$ cat src/hw/rtl/assert_macros.svh
// Assertion macros used by the cache top level.
`ifndef ASSERT_MACROS_SVH
`define ASSERT_MACROS_SVH

// Immediate-cycle implication, checked at every rising edge outside reset.
`define BB_ASSERT(label, clk, rst, prop, msg) \
  label: assert property (@(posedge clk) disable iff (rst) (prop)) else $error(msg);

// Cause in this cycle, effect in the next.
`define BB_ASSERT_NEXT(label, clk, rst, cause, effect, msg) \
  label: assert property (@(posedge clk) disable iff (rst) (cause) |=> (effect)) \
    else $error(msg);

`endif

$ cat src/hw/rtl/bblru_pkg.sv
// Shared types and constants of the byte-budget LRU cache.
`default_nettype none

package bblru_pkg;

  localparam int unsigned DATA_W  = 32;
  localparam int unsigned COUNT_W = 9;

  localparam logic FUNC_LOOKUP = 1'b0;
  localparam logic FUNC_INSERT = 1'b1;

  // One stored entry as it sits in a cell.
  typedef struct packed {
    logic              valid;
    logic [DATA_W-1:0] key;
    logic [DATA_W-1:0] handle;
    logic [DATA_W-1:0] size;
  } entry_t;

  // Signals passed cell to cell along the row.
  typedef struct packed {
    logic              seen;
    logic [DATA_W-1:0] handle;
    logic [DATA_W-1:0] size;
  } chain_t;

  typedef enum logic [2:0] {
    CELL_HOLD,
    CELL_MATCH,
    CELL_PULL,
    CELL_PUSH,
    CELL_DROP
  } cell_op_t;

endpackage

`default_nettype wire

$ cat src/hw/rtl/bblru_if.sv
// Handshake channels of the byte-budget LRU cache.
`default_nettype none

interface bblru_req_if;
  logic                         valid;
  logic                         ready;
  logic                         func;
  logic [bblru_pkg::DATA_W-1:0] key;
  logic [bblru_pkg::DATA_W-1:0] handle;
  logic [bblru_pkg::DATA_W-1:0] entry_bytes;

  modport source (output valid, func, key, handle, entry_bytes, input ready);
  modport sink (input valid, func, key, handle, entry_bytes, output ready);
endinterface

interface bblru_rsp_if;
  logic                          valid;
  logic                          ready;
  logic                          hit;
  logic [bblru_pkg::DATA_W-1:0]  found_handle;
  logic                          stored;
  logic [bblru_pkg::DATA_W-1:0]  total_bytes;
  logic [bblru_pkg::COUNT_W-1:0] entry_count;

  modport source (output valid, hit, found_handle, stored, total_bytes, entry_count,
                  input ready);
  modport sink (input valid, hit, found_handle, stored, total_bytes, entry_count,
                output ready);
endinterface

interface bblru_cfg_if;
  logic                         valid;
  logic                         ready;
  logic [bblru_pkg::DATA_W-1:0] data;

  modport source (output valid, data, input ready);
  modport sink (input valid, data, output ready);
endinterface

`default_nettype wire

$ cat src/hw/rtl/bblru_cell.sv
// One recency slot of the cache row; cell index equals recency rank.
`default_nettype none

module bblru_cell (
  input  wire logic                         clk,
  input  wire logic                         rst,
  input  wire bblru_pkg::cell_op_t          op,
  input  wire logic [bblru_pkg::DATA_W-1:0] cmp_key,
  input  wire bblru_pkg::entry_t            push_in,   // from the more recent neighbor
  input  wire bblru_pkg::entry_t            pull_in,   // from the less recent neighbor
  input  wire bblru_pkg::chain_t            chain_in,
  output bblru_pkg::chain_t                 chain_out,
  output bblru_pkg::entry_t                 ent_out
);

  bblru_pkg::entry_t ent;
  logic              match;
  logic              sel;

  // selected cell drives its payload down the chain
  always_comb begin
    case (op)
      bblru_pkg::CELL_PULL: sel = match;
      bblru_pkg::CELL_DROP: sel = ent.valid & ~pull_in.valid;
      default:              sel = 1'b0;
    endcase
    chain_out.seen   = chain_in.seen | match;
    chain_out.handle = sel ? ent.handle : chain_in.handle;
    chain_out.size   = sel ? ent.size : chain_in.size;
  end

  assign ent_out = ent;

  always_ff @(posedge clk) begin
    if (rst) begin
      ent.valid <= 1'b0;
      match     <= 1'b0;
    end else begin
      unique case (op)
        bblru_pkg::CELL_HOLD: begin
        end
        bblru_pkg::CELL_MATCH: begin
          match <= ent.valid && (ent.key == cmp_key);
        end
        bblru_pkg::CELL_PULL: begin
          // close the gap left by the matched entry
          if (chain_in.seen || match) begin
            ent <= pull_in;
          end
        end
        bblru_pkg::CELL_PUSH: begin
          ent <= push_in;
        end
        bblru_pkg::CELL_DROP: begin
          if (sel) begin
            ent.valid <= 1'b0;
          end
        end
        default: begin
        end
      endcase
    end
  end

endmodule

`default_nettype wire

$ cat src/hw/rtl/byte_budget_lru_cache_unit.sv
// Top level of the byte-budget LRU cache: sequencer, byte/count totals and cell row.
`default_nettype none

// Byte-budget LRU cache. Entries live in a row of ENTRIES cells ordered by
// recency: cell 0 is the most recent, valid entries are packed from cell 0 on.
// Every operation starts with a parallel key compare in all cells, then the
// matched entry (if any) is pulled out of the row by shifting the older cells
// up one place. A lookup hit pushes it back in at the head; an insert that fits
// the budget pushes the new entry in at the head (after dropping the tail if
// the row is full) and then drops tail entries one per cycle while the held
// total is above byte_capacity and more than one entry remains. One item is in
// work at a time. The result sits in an output register, so the next item is
// taken while an earlier result is still waiting. byte_capacity is written
// through cfg at any time the block is idle; cfg.ready is always high, and a
// lower budget evicts nothing before the next stored insert.
`include "assert_macros.svh"

module byte_budget_lru_cache_unit #(
  parameter int unsigned ENTRIES = 16
) (
  input  wire logic   clk,
  input  wire logic   rst,
  bblru_req_if.sink   req,
  bblru_rsp_if.source rsp,
  bblru_cfg_if.sink   cfg
);

  localparam int unsigned CNT_W = $clog2(ENTRIES + 1);
  localparam int unsigned DW    = bblru_pkg::DATA_W;

  typedef enum logic [2:0] {
    ST_IDLE,
    ST_FIND,
    ST_PULL,
    ST_DROP_FULL,
    ST_PUSH,
    ST_TRIM,
    ST_REPLY
  } state_t;

  state_t state;

  // item in work; handle/size are replaced by the hit entry on a lookup
  logic          item_func;
  logic [DW-1:0] item_key;
  logic [DW-1:0] item_handle;
  logic [DW-1:0] item_size;

  logic [DW-1:0]    byte_capacity;
  logic [DW:0]      held;          // one spare bit: insert may overshoot before trim
  logic [CNT_W-1:0] count;

  logic          res_hit;
  logic [DW-1:0] res_handle;
  logic          res_stored;

  bblru_pkg::cell_op_t cell_op;
  bblru_pkg::entry_t   ent   [ENTRIES];
  bblru_pkg::chain_t   chain [ENTRIES+1];
  bblru_pkg::entry_t   head_entry;
  bblru_pkg::chain_t   tail_chain;

  logic             over_budget;
  logic             fits;
  logic [CNT_W-1:0] count_after_pull;
  logic             idle_now;
  logic             trim_drop;

  // ---------------------------------------------------------------- cell row
  assign head_entry = '{valid: 1'b1, key: item_key, handle: item_handle, size: item_size};
  assign chain[0]   = '0;
  assign tail_chain = chain[ENTRIES];

  for (genvar i = 0; i < ENTRIES; i++) begin : g_cell
    bblru_pkg::entry_t push_src;
    bblru_pkg::entry_t pull_src;

    if (i == 0) begin : g_head
      assign push_src = head_entry;
    end else begin : g_body
      assign push_src = ent[i-1];
    end

    if (i == ENTRIES - 1) begin : g_tail
      assign pull_src = '0;
    end else begin : g_inner
      assign pull_src = ent[i+1];
    end

    bblru_cell u_cell (
      .clk       (clk),
      .rst       (rst),
      .op        (cell_op),
      .cmp_key   (item_key),
      .push_in   (push_src),
      .pull_in   (pull_src),
      .chain_in  (chain[i]),
      .chain_out (chain[i+1]),
      .ent_out   (ent[i])
    );
  end

  // ---------------------------------------------------------------- control
  assign req.ready = (state == ST_IDLE);
  assign cfg.ready = 1'b1;

  assign over_budget      = (held > {1'b0, byte_capacity}) && (count > CNT_W'(1));
  assign fits             = (item_size <= byte_capacity);
  assign count_after_pull = count - CNT_W'(tail_chain.seen);
  assign idle_now         = (state == ST_IDLE);
  assign trim_drop        = (state == ST_TRIM) && over_budget;

  always_comb begin
    case (state)
      ST_FIND:      cell_op = bblru_pkg::CELL_MATCH;
      ST_PULL:      cell_op = bblru_pkg::CELL_PULL;
      ST_DROP_FULL: cell_op = bblru_pkg::CELL_DROP;
      ST_PUSH:      cell_op = bblru_pkg::CELL_PUSH;
      ST_TRIM:      cell_op = over_budget ? bblru_pkg::CELL_DROP : bblru_pkg::CELL_HOLD;
      default:      cell_op = bblru_pkg::CELL_HOLD;
    endcase
  end

  always_ff @(posedge clk) begin
    if (rst) begin
      state         <= ST_IDLE;
      held          <= '0;
      count         <= '0;
      byte_capacity <= '0;
      rsp.valid     <= 1'b0;
    end else begin
      if (cfg.valid && cfg.ready) begin
        byte_capacity <= cfg.data;
      end
      // in ST_REPLY the output register is refilled below instead
      if (rsp.valid && rsp.ready && (state != ST_REPLY)) begin
        rsp.valid <= 1'b0;
      end

      unique case (state)
        ST_IDLE: begin
          if (req.valid && req.ready) begin
            item_func   <= req.func;
            item_key    <= req.key;
            item_handle <= req.handle;
            item_size   <= req.entry_bytes;
            state       <= ST_FIND;
          end
        end
        ST_FIND: begin
          state <= ST_PULL;
        end
        ST_PULL: begin
          // tail_chain carries the pulled entry and whether one matched
          if (tail_chain.seen) begin
            held  <= held - {1'b0, tail_chain.size};
            count <= count_after_pull;
          end
          res_hit    <= (item_func == bblru_pkg::FUNC_LOOKUP) && tail_chain.seen;
          res_handle <= ((item_func == bblru_pkg::FUNC_LOOKUP) && tail_chain.seen)
                        ? tail_chain.handle : '0;
          res_stored <= (item_func == bblru_pkg::FUNC_INSERT) && fits;
          if (item_func == bblru_pkg::FUNC_LOOKUP) begin
            if (tail_chain.seen) begin
              item_handle <= tail_chain.handle;
              item_size   <= tail_chain.size;
              state       <= ST_PUSH;
            end else begin
              state <= ST_REPLY;
            end
          end else if (!fits) begin
            state <= ST_REPLY;
          end else if (count_after_pull == CNT_W'(ENTRIES)) begin
            state <= ST_DROP_FULL;
          end else begin
            state <= ST_PUSH;
          end
        end
        ST_DROP_FULL: begin
          held  <= held - {1'b0, tail_chain.size};
          count <= count - CNT_W'(1);
          state <= ST_PUSH;
        end
        ST_PUSH: begin
          held  <= held + {1'b0, item_size};
          count <= count + CNT_W'(1);
          state <= (item_func == bblru_pkg::FUNC_LOOKUP) ? ST_REPLY : ST_TRIM;
        end
        ST_TRIM: begin
          // one tail eviction per cycle
          if (over_budget) begin
            held  <= held - {1'b0, tail_chain.size};
            count <= count - CNT_W'(1);
          end else begin
            state <= ST_REPLY;
          end
        end
        ST_REPLY: begin
          if (!rsp.valid || rsp.ready) begin
            rsp.valid        <= 1'b1;
            rsp.hit          <= res_hit;
            rsp.found_handle <= res_handle;
            rsp.stored       <= res_stored;
            rsp.total_bytes  <= held[DW-1:0];
            rsp.entry_count  <= bblru_pkg::COUNT_W'(count);
            state            <= ST_IDLE;
          end
        end
        default: begin
          state <= ST_IDLE;
        end
      endcase
    end
  end

  // ---------------------------------------------------------------- checks
  `BB_ASSERT(a_count_bound, clk, rst, count <= CNT_W'(ENTRIES), "entry count above row size")
  `BB_ASSERT(a_held_fits, clk, rst, !idle_now || !held[DW], "held total overflow at idle")
  `BB_ASSERT(a_head_valid, clk, rst, !idle_now || (ent[0].valid == (count != '0)), "head vs count")
  `BB_ASSERT_NEXT(a_trim_drop, clk, rst, trim_drop, count == $past(count) - CNT_W'(1), "no evict")

endmodule

`default_nettype wire

$ cat src/flat_wrapper.sv
// flat-port wrapper written by rule: the top's interface ports become plain ports
module byte_budget_lru_cache_unit_flat 
#(
  parameter int unsigned ENTRIES = 16
)
  (clk, rst, req_valid, req_func, req_key, req_handle, req_entry_bytes, req_ready, rsp_valid, rsp_hit, rsp_found_handle, rsp_stored, rsp_total_bytes, rsp_entry_count, rsp_ready, cfg_valid, cfg_data, cfg_ready);
  bblru_req_if req_i ();
  bblru_rsp_if rsp_i ();
  bblru_cfg_if cfg_i ();
  input  wire logic clk;
  input  wire logic rst;
  input wire logic [$bits(req_i.valid)-1:0] req_valid;
  input wire logic [$bits(req_i.func)-1:0] req_func;
  input wire logic [$bits(req_i.key)-1:0] req_key;
  input wire logic [$bits(req_i.handle)-1:0] req_handle;
  input wire logic [$bits(req_i.entry_bytes)-1:0] req_entry_bytes;
  output wire logic [$bits(req_i.ready)-1:0] req_ready;
  output wire logic [$bits(rsp_i.valid)-1:0] rsp_valid;
  output wire logic [$bits(rsp_i.hit)-1:0] rsp_hit;
  output wire logic [$bits(rsp_i.found_handle)-1:0] rsp_found_handle;
  output wire logic [$bits(rsp_i.stored)-1:0] rsp_stored;
  output wire logic [$bits(rsp_i.total_bytes)-1:0] rsp_total_bytes;
  output wire logic [$bits(rsp_i.entry_count)-1:0] rsp_entry_count;
  input wire logic [$bits(rsp_i.ready)-1:0] rsp_ready;
  input wire logic [$bits(cfg_i.valid)-1:0] cfg_valid;
  input wire logic [$bits(cfg_i.data)-1:0] cfg_data;
  output wire logic [$bits(cfg_i.ready)-1:0] cfg_ready;
  assign req_i.valid = req_valid;
  assign req_i.func = req_func;
  assign req_i.key = req_key;
  assign req_i.handle = req_handle;
  assign req_i.entry_bytes = req_entry_bytes;
  assign req_ready = req_i.ready;
  assign rsp_valid = rsp_i.valid;
  assign rsp_hit = rsp_i.hit;
  assign rsp_found_handle = rsp_i.found_handle;
  assign rsp_stored = rsp_i.stored;
  assign rsp_total_bytes = rsp_i.total_bytes;
  assign rsp_entry_count = rsp_i.entry_count;
  assign rsp_i.ready = rsp_ready;
  assign cfg_i.valid = cfg_valid;
  assign cfg_i.data = cfg_data;
  assign cfg_ready = cfg_i.ready;
  byte_budget_lru_cache_unit #(.ENTRIES(ENTRIES)) u_core (.clk(clk), .rst(rst), .req(req_i), .rsp(rsp_i), .cfg(cfg_i));
endmodule
$ cat config.mk
export PLATFORM = sky130hd
export DESIGN_NAME = byte_budget_lru_cache_unit_flat
export DESIGN_NICKNAME = d
export VERILOG_FILES = /design/src/hw/rtl/bblru_pkg.sv /design/src/hw/rtl/bblru_if.sv /design/src/hw/rtl/bblru_cell.sv /design/src/hw/rtl/byte_budget_lru_cache_unit.sv /design/src/flat_wrapper.sv
export VERILOG_INCLUDE_DIRS = /design/src /design/src/hw/rtl
export SDC_FILE = /design/constraint.sdc
export NUM_CORES = 2
export LEC_CHECK = 0
export BUFFER_PORTS_ARGS = -buffer_cell sky130_fd_sc_hd__buf_2
export CELL_PAD_IN_SITES_DETAIL_PLACEMENT = 1
export CELL_PAD_IN_SITES_GLOBAL_PLACEMENT = 2
export CORE_MARGIN = 4
export CORE_UTILIZATION = 37
export DETAILED_ROUTE_END_ITERATION = 16
export PLACE_DENSITY_LB_ADDON = 0.1
export SLEW_MARGIN = 20
export SYNTH_ARGS = -nofsm -noshare
export SYNTH_HDL_FRONTEND = slang
export SYNTH_SLANG_ARGS = --single-unit
$ cat constraint.sdc
create_clock -name clk -period 7.55 [get_ports clk]
set_input_delay 1.51 -clock clk [delete_from_list [all_inputs] [get_ports clk]]
set_output_delay 1.51 -clock clk [all_outputs]
set_load 0.005 [all_outputs]
# Yosys cells after proc, flatten, opt, wreduce, memory -nomap -nowiden
# Cells that the tools add are included.
dict set report totals {
  register_bits 1844
  input_bits 134
  output_inout_bits 78
  word_cells 440
}
dict set report classes {
  addsub 5
  n_lt_le_gt_ge 3
  eq_ne 66
  mux 140
  bitwise_logic 47
  n_reduce_logical 82
}
# cell count
set op_table {}
lappend op_table {{case mux 96 bit (2 select lines)} 16}
lappend op_table {{2-to-1 mux 97 bit} 16}
lappend op_table {{2-to-1 mux 32 bit} 38}
lappend op_table {{== test 32 bit} 16}
lappend op_table {{case mux 33 bit (4 select lines)} 1}
lappend op_table {{case mux 32 bit (2 select lines)} 2}
lappend op_table {{AND reduction 3 bit} 36}
lappend op_table {{!= test 2 bit, second input constant} 35}
lappend op_table {{2-to-1 mux 33 bit} 2}
lappend op_table {{case mux 1 bit (3 select lines)} 16}
lappend op_table {{adder 33 x 32 -> 33 bit} 1}
lappend op_table {{greater-than comparator 33 x 32 -> 1 bit} 1}
lappend op_table {{subtractor 33 x 32 -> 33 bit} 1}
lappend op_table {{less-or-equal comparator 32 bit} 1}
lappend op_table {{case mux 1 bit (2 select lines)} 16}
lappend op_table {{logical AND 1 bit} 22}
lappend op_table {{2-to-1 mux 3 bit} 7}
lappend op_table {{case mux 3 bit (7 select lines)} 1}
lappend op_table {{case mux 5 bit (4 select lines)} 1}
lappend op_table {{2-to-1 mux 1 bit} 19}
lappend op_table {{NOT 1 bit} 17}
lappend op_table {{logical OR 1 bit} 16}
lappend op_table {{bitwise AND 1 bit} 15}
lappend op_table {{bitwise OR 1 bit} 15}
lappend op_table {{other kinds (20)} 32}

# Depth between registers and ports, before layout
dict set report logic_depth {
  ltp_word 25
  ltp_mapped 38
  mapped_depth_nobuf 35
}

# Cells and area by module
# A second synthesis with hierarchy kept.
dict set report hier_totals {
  cells_unflattened 6745
  area_unflattened_um2 103219.0
}
# mod n_inst cells_per_inst area_per_inst_um2 seq_area_each_um2
set by_module_without_submodules {}
lappend by_module_without_submodules {bblru_cell 16 338 5566.6 2922.8}
lappend by_module_without_submodules {byte_budget_lru_cache_unit 1 1337 14153.6 7547.2}

# Least setup slack after synthesis
# No wires, ideal clock.
dict set report synth_path {
  path_type {input -> register}
  start {in rst}
  end {reg u_core.rsp.entry_count[0], enable pin}
  setup_time_ps 602
  arrival_time_ps 7123
  required_time_ps 6948
  path_slack_ps -175
  cell_stages 3
  path_buffers 2
  cell_sequence {clkbuf_1 clkbuf_1 nor3b_1}
}
dict set report synth_between {
  elab_chain_len 2
}
# element line_no
set synth_rtl {}
lappend synth_rtl {{start: declaration} flat_wrapper.sv:11} ;# input wire logic rst;
lappend synth_rtl {{NOT 1 bit (no source line)} --}
lappend synth_rtl {{AND reduction 3 bit (no source line)} --}
lappend synth_rtl {{end signal: assignment} byte_budget_lru_cache_unit.sv:205} ;# rsp.entry_count <= bblru_pkg::COUNT_W'(count);
lappend synth_rtl {{end: declaration} bblru_if.sv:25} ;# modport source (output valid, hit, found_handle, stored, total_bytes, entry_count,
# No other way between the ends.
# A chain may end at the register's enable or synchronous reset.

# Worst setup path after layout
dict set report layout_path {
  start {reg u_core.byte_capacity[26]}
  end {reg u_core.held[28]}
}
dict set report layout_between {
  elab_chain_len 25
  word_cells_on_any_way 44
  cone_classes {1 x add/sub; 1 x order compare; 3 x eq/ne; 37 x mux; 2 x reduce/logical}
}
# element line_no
set layout_rtl {}
lappend layout_rtl {{start: declaration} byte_budget_lru_cache_unit.sv:49} ;# logic [DW-1:0] byte_capacity;
lappend layout_rtl {{start signal: assignment} byte_budget_lru_cache_unit.sv:133} ;# byte_capacity <= cfg.data;
lappend layout_rtl {{greater-than comparator 33 x 32 -> 1 bit (*)} byte_budget_lru_cache_unit.sv:107} ;# assign over_budget = (held > {1'b0, byte_capacity}) && (count > CNT_W'(1));
lappend layout_rtl {{logical AND 1 bit (*)} byte_budget_lru_cache_unit.sv:107}
lappend layout_rtl {{2-to-1 mux 3 bit} byte_budget_lru_cache_unit.sv:119} ;# ST_TRIM: cell_op = over_budget ? bblru_pkg::CELL_DROP : bblru_pkg::CELL_HOLD;
lappend layout_rtl {{case mux 3 bit (5 select lines)} byte_budget_lru_cache_unit.sv:114} ;# case (state)
lappend layout_rtl {{== test 3 bit / == test 3 x 2 -> 1 bit (equally long branches)} bblru_cell.sv:22} ;# case (op)
lappend layout_rtl {{case mux 1 bit (2 select lines)} bblru_cell.sv:22}
lappend layout_rtl {{2-to-1 mux 32 bit (16 in a row)} bblru_cell.sv:29} ;# chain_out.size = sel ? ent.size : chain_in.size;
lappend layout_rtl {{subtractor 33 x 32 -> 33 bit} {byte_budget_lru_cache_unit.sv:156, byte_budget_lru_cache_unit.sv:180, byte_budget_lru_cache_unit.sv:192}}
lappend layout_rtl {{2-to-1 mux 33 bit, on equally long branches} {byte_budget_lru_cache_unit.sv:191, byte_budget_lru_cache_unit.sv:155}}
lappend layout_rtl {{case mux 33 bit (4 select lines)} byte_budget_lru_cache_unit.sv:140} ;# unique case (state)
lappend layout_rtl {{end signal: assignment} byte_budget_lru_cache_unit.sv:156} ;# held <= held - {1'b0, tail_chain.size};
lappend layout_rtl {{end signal: assignment} byte_budget_lru_cache_unit.sv:180} ;# held <= held - {1'b0, tail_chain.size};
lappend layout_rtl {{end signal: assignment} byte_budget_lru_cache_unit.sv:192} ;# held <= held - {1'b0, tail_chain.size};
lappend layout_rtl {{end: declaration} byte_budget_lru_cache_unit.sv:50} ;# logic [DW:0] held;
# Mark *: on every way between the ends. The rest lies on a longest branch, timed or not. The select of a mux whose other input is x is not followed.

==> run metrics <==
die area between 200000 and 300000 sq um; Mapped Cells 10000; most common cell in the synthesized netlist nand2_1; Syn Std Cell Area 94400 sq um; Hold WS approximately 0.42 ns; syn avg cell area between 9 and 10 sq um; DRC Markers 0; CP arrival around 8.5 ns; post-synth top area share between 50% and 60%; post-layout min period 7.70 ns; fmax around 0.13 GHz; total CTS buffers between 200 and 250; Hold Violations, Final 0; relative slew slack between 10% and 20%; H-tree depth 4; final WL slightly below 400000 um; CP endpoint kind register; routed via count about 80000; initial antenna violation count 12; Core Box Area ~250000 sq um; crit-path most repeated cell buf_4; Synth Warn # 0; final worst slack -0.145 ns; Yosys cell types about 110; status finished, violations left; Post-synth EDFFs about 1700; failing checks negative setup slack; ys flop type edfxtp_1; IO buf count roughly 210; initial DRC count around 8900; crit-path max cell delay between 0.3 and 0.4 ns; # nets final roughly 11000; crit-path max FO 6; fin crit share 102%; clock buffer depth 3; pin count of the biggest net entering global routing about 220; Root Buffer clkbuf_16; Clock Latency Late Sink approximately 0.9 ns; pwr/cell area 248 nW/um^2; cell family with most CP delay compound AO/OA/AOI/OAI gates; CTS tree built; drt first pass iters 8; drt wl/cell approximately 28 um; fillcell total 28578; Tot GR Track Use 29.3%; synthesis-to-layout area growth 17.9%; Initial Utilization 37.2%; row count between 150 and 200; Yosys reg bits approximately 1800; Slowest-stage cell, CP o311a_4; Clock Sinks between 1500 and 2000; DP HPWL 273000 um; total of max-cap violations 0; static leakage 44.3 nW; asr flop ratio synth 0%; Buf/Inv on CP 9; Final Setup Violations 7; clk slew on worst S/H paths roughly 0.06 ns; Worst-Margin Slew between 1 and 1.5 ns; Final Skew 0.0529 ns; global route overflow 0; Die X ~510 um; Post-synth top cells nand2_1 (4585), edfxtp_1 (1738), clkbuf_1 (541), nor2_1 (340), xnor2_1 (280); area leader, netlist edfxtp_1; crit path launch type register; first-pass GRT wire length 575000 um; Pins Over Slew Limit 0; die height just over 500 um; kind of critical path register to register; IR Drop Worst-Case VDD between 200 and 300 uV; dominant cells by area after synthesis edfxtp_1 (55%), nand2_1 (18%), xnor2_1 (2.6%), xor2_1 (2.6%), dfxtp_1 (2.2%); worst hold path type register to register; via-per-instance ratio around 5.6; RSZ-0062 raised after global routing yes; post-route ant nets 0; Seq/Total Area, Yosys approximately 58%; # IOs between 200 and 250; setup total negative slack -0.488 ns; data required time at the worst endpoint between 8 and 9 ns; via count of the first global-routing pass between 70000 and 80000; share of layout cells above drive strength 1 between 10% and 20%; GP Congestion approximately 0.94
[where the power goes]
part	switching (mW)	internal, mW	total, mW
registers	0.530	12.0	12.6
clock network	4.59	5.87	10.5
logic	2.97	1.65	4.63
[metal layers]
metal | part of all wire [%] | global-route usage [%]
met5 | 0 | 0
met4 | 2.7 | 7.55
met3 | 5.8 | 3.33
met2 | 46 | 46.8
met1 | 46 | 42.6
[cell families after synthesis]
family	after synthesis	share of synthesized area [%]
and+or+nand+nor	5498	23.3
DFF	1844	57.5
AOI/OAI and AO/OA	1236	9.23
buffers and inverters	718	2.99
xor gates and xnor gates	558	5.18
adders and majority gates	104	1.39
muxes	40	0.429
other	2	0.00795
[registers in the layout, summed over array words and instances (netlist names), 3 cells and up]
register / count
u_core.item_size: 32
u_core.rsp.total_bytes: 32
u_core.count: 5
u_core.held: 33
u_core.byte_capacity: 32
u_core.res_handle: 32
u_core.g_cell.u_cell.match: 16
u_core.g_cell.u_cell.ent_out: 1552
u_core.item_key: 32
u_core.rsp.found_handle: 32
u_core.state: 3
u_core.item_handle: 32
u_core.rsp.entry_count: 5
[path summary, 6_finish.rpt]
check | from | to | slack, ns | cells past startpoint
setup / recovery | u_core.byte_capacity[26]$_SDFFE_PP0P_ | u_core.held[28]$_SDFFE_PP0P_ | -0.15 | 39
hold / removal | u_core.res_handle[12]$_SDFFCE_PN0P_ | u_core.rsp.found_handle[12]$_DFFE_PP_ | 0.42 | 0
setup reg to reg | u_core.byte_capacity[26]$_SDFFE_PP0P_ | u_core.held[28]$_SDFFE_PP0P_ | -0.15 | 39
hold reg to reg | u_core.res_handle[12]$_SDFFCE_PN0P_ | u_core.rsp.found_handle[12]$_DFFE_PP_ | 0.42 | 0
[stage by stage]
step	utilization [%]	setup WS [ns]	instances	cell area (sq um)	total power [mW]
after floorplan	-	0.207	10003	94500	15.1
after global placement	40.6	-1.14	13634	103000	17.0
after detailed placement	40.6	-1.19	13634	103000	17.1
after CTS	43.7	-0.0454	14062	111000	27.7
after global routing	43.8	-0.386	14070	111000	28.7
final	43.8	-0.145	14072	111000	27.6
[layout make-up]
cell class | count | area (sq um) | area share, %
clock inverters | 106 | 960 | 0.862
diodes | 3 | 7.51 | 0.00674
inverters | 90 | 338 | 0.303
clock buffers | 290 | 5920 | 5.31
multi-input cells | 7441 | 38700 | 34.7
flip-flops and latches | 1844 | 54300 | 48.8
well taps | 3366 | 4210 | 3.78
repair buffers | 932 | 6940 | 6.23
[placed cells by master, fill, tap and decap left out, drive strengths merged, types with 83 or more instances in the layout]
| master | n |
|---|---|
| a21oi | 244 |
| and2 | 104 |
| buf | 931 |
| clkbuf | 290 |
| clkinv | 87 |
| dfxtp | 106 |
| edfxtp | 1738 |
| ha | 103 |
| inv | 96 |
| nand2 | 4587 |
| nand4 | 105 |
| nor2 | 340 |
| nor4 | 103 |
| o211ai | 115 |
| o21ai | 285 |
| o22ai | 83 |
| xnor2 | 281 |
| xor2 | 277 |
[timing repair]
action | 4_1_cts | 5_1_grt
pin swaps | 79 | 57
cloned | 1 | 0
resized for setup | 169 | 60
setup endpoints to repair | 12 | 11
hold buffers | 0 | 0
buffers inserted | 36 | 11
(Power assumes the default switching activity.)
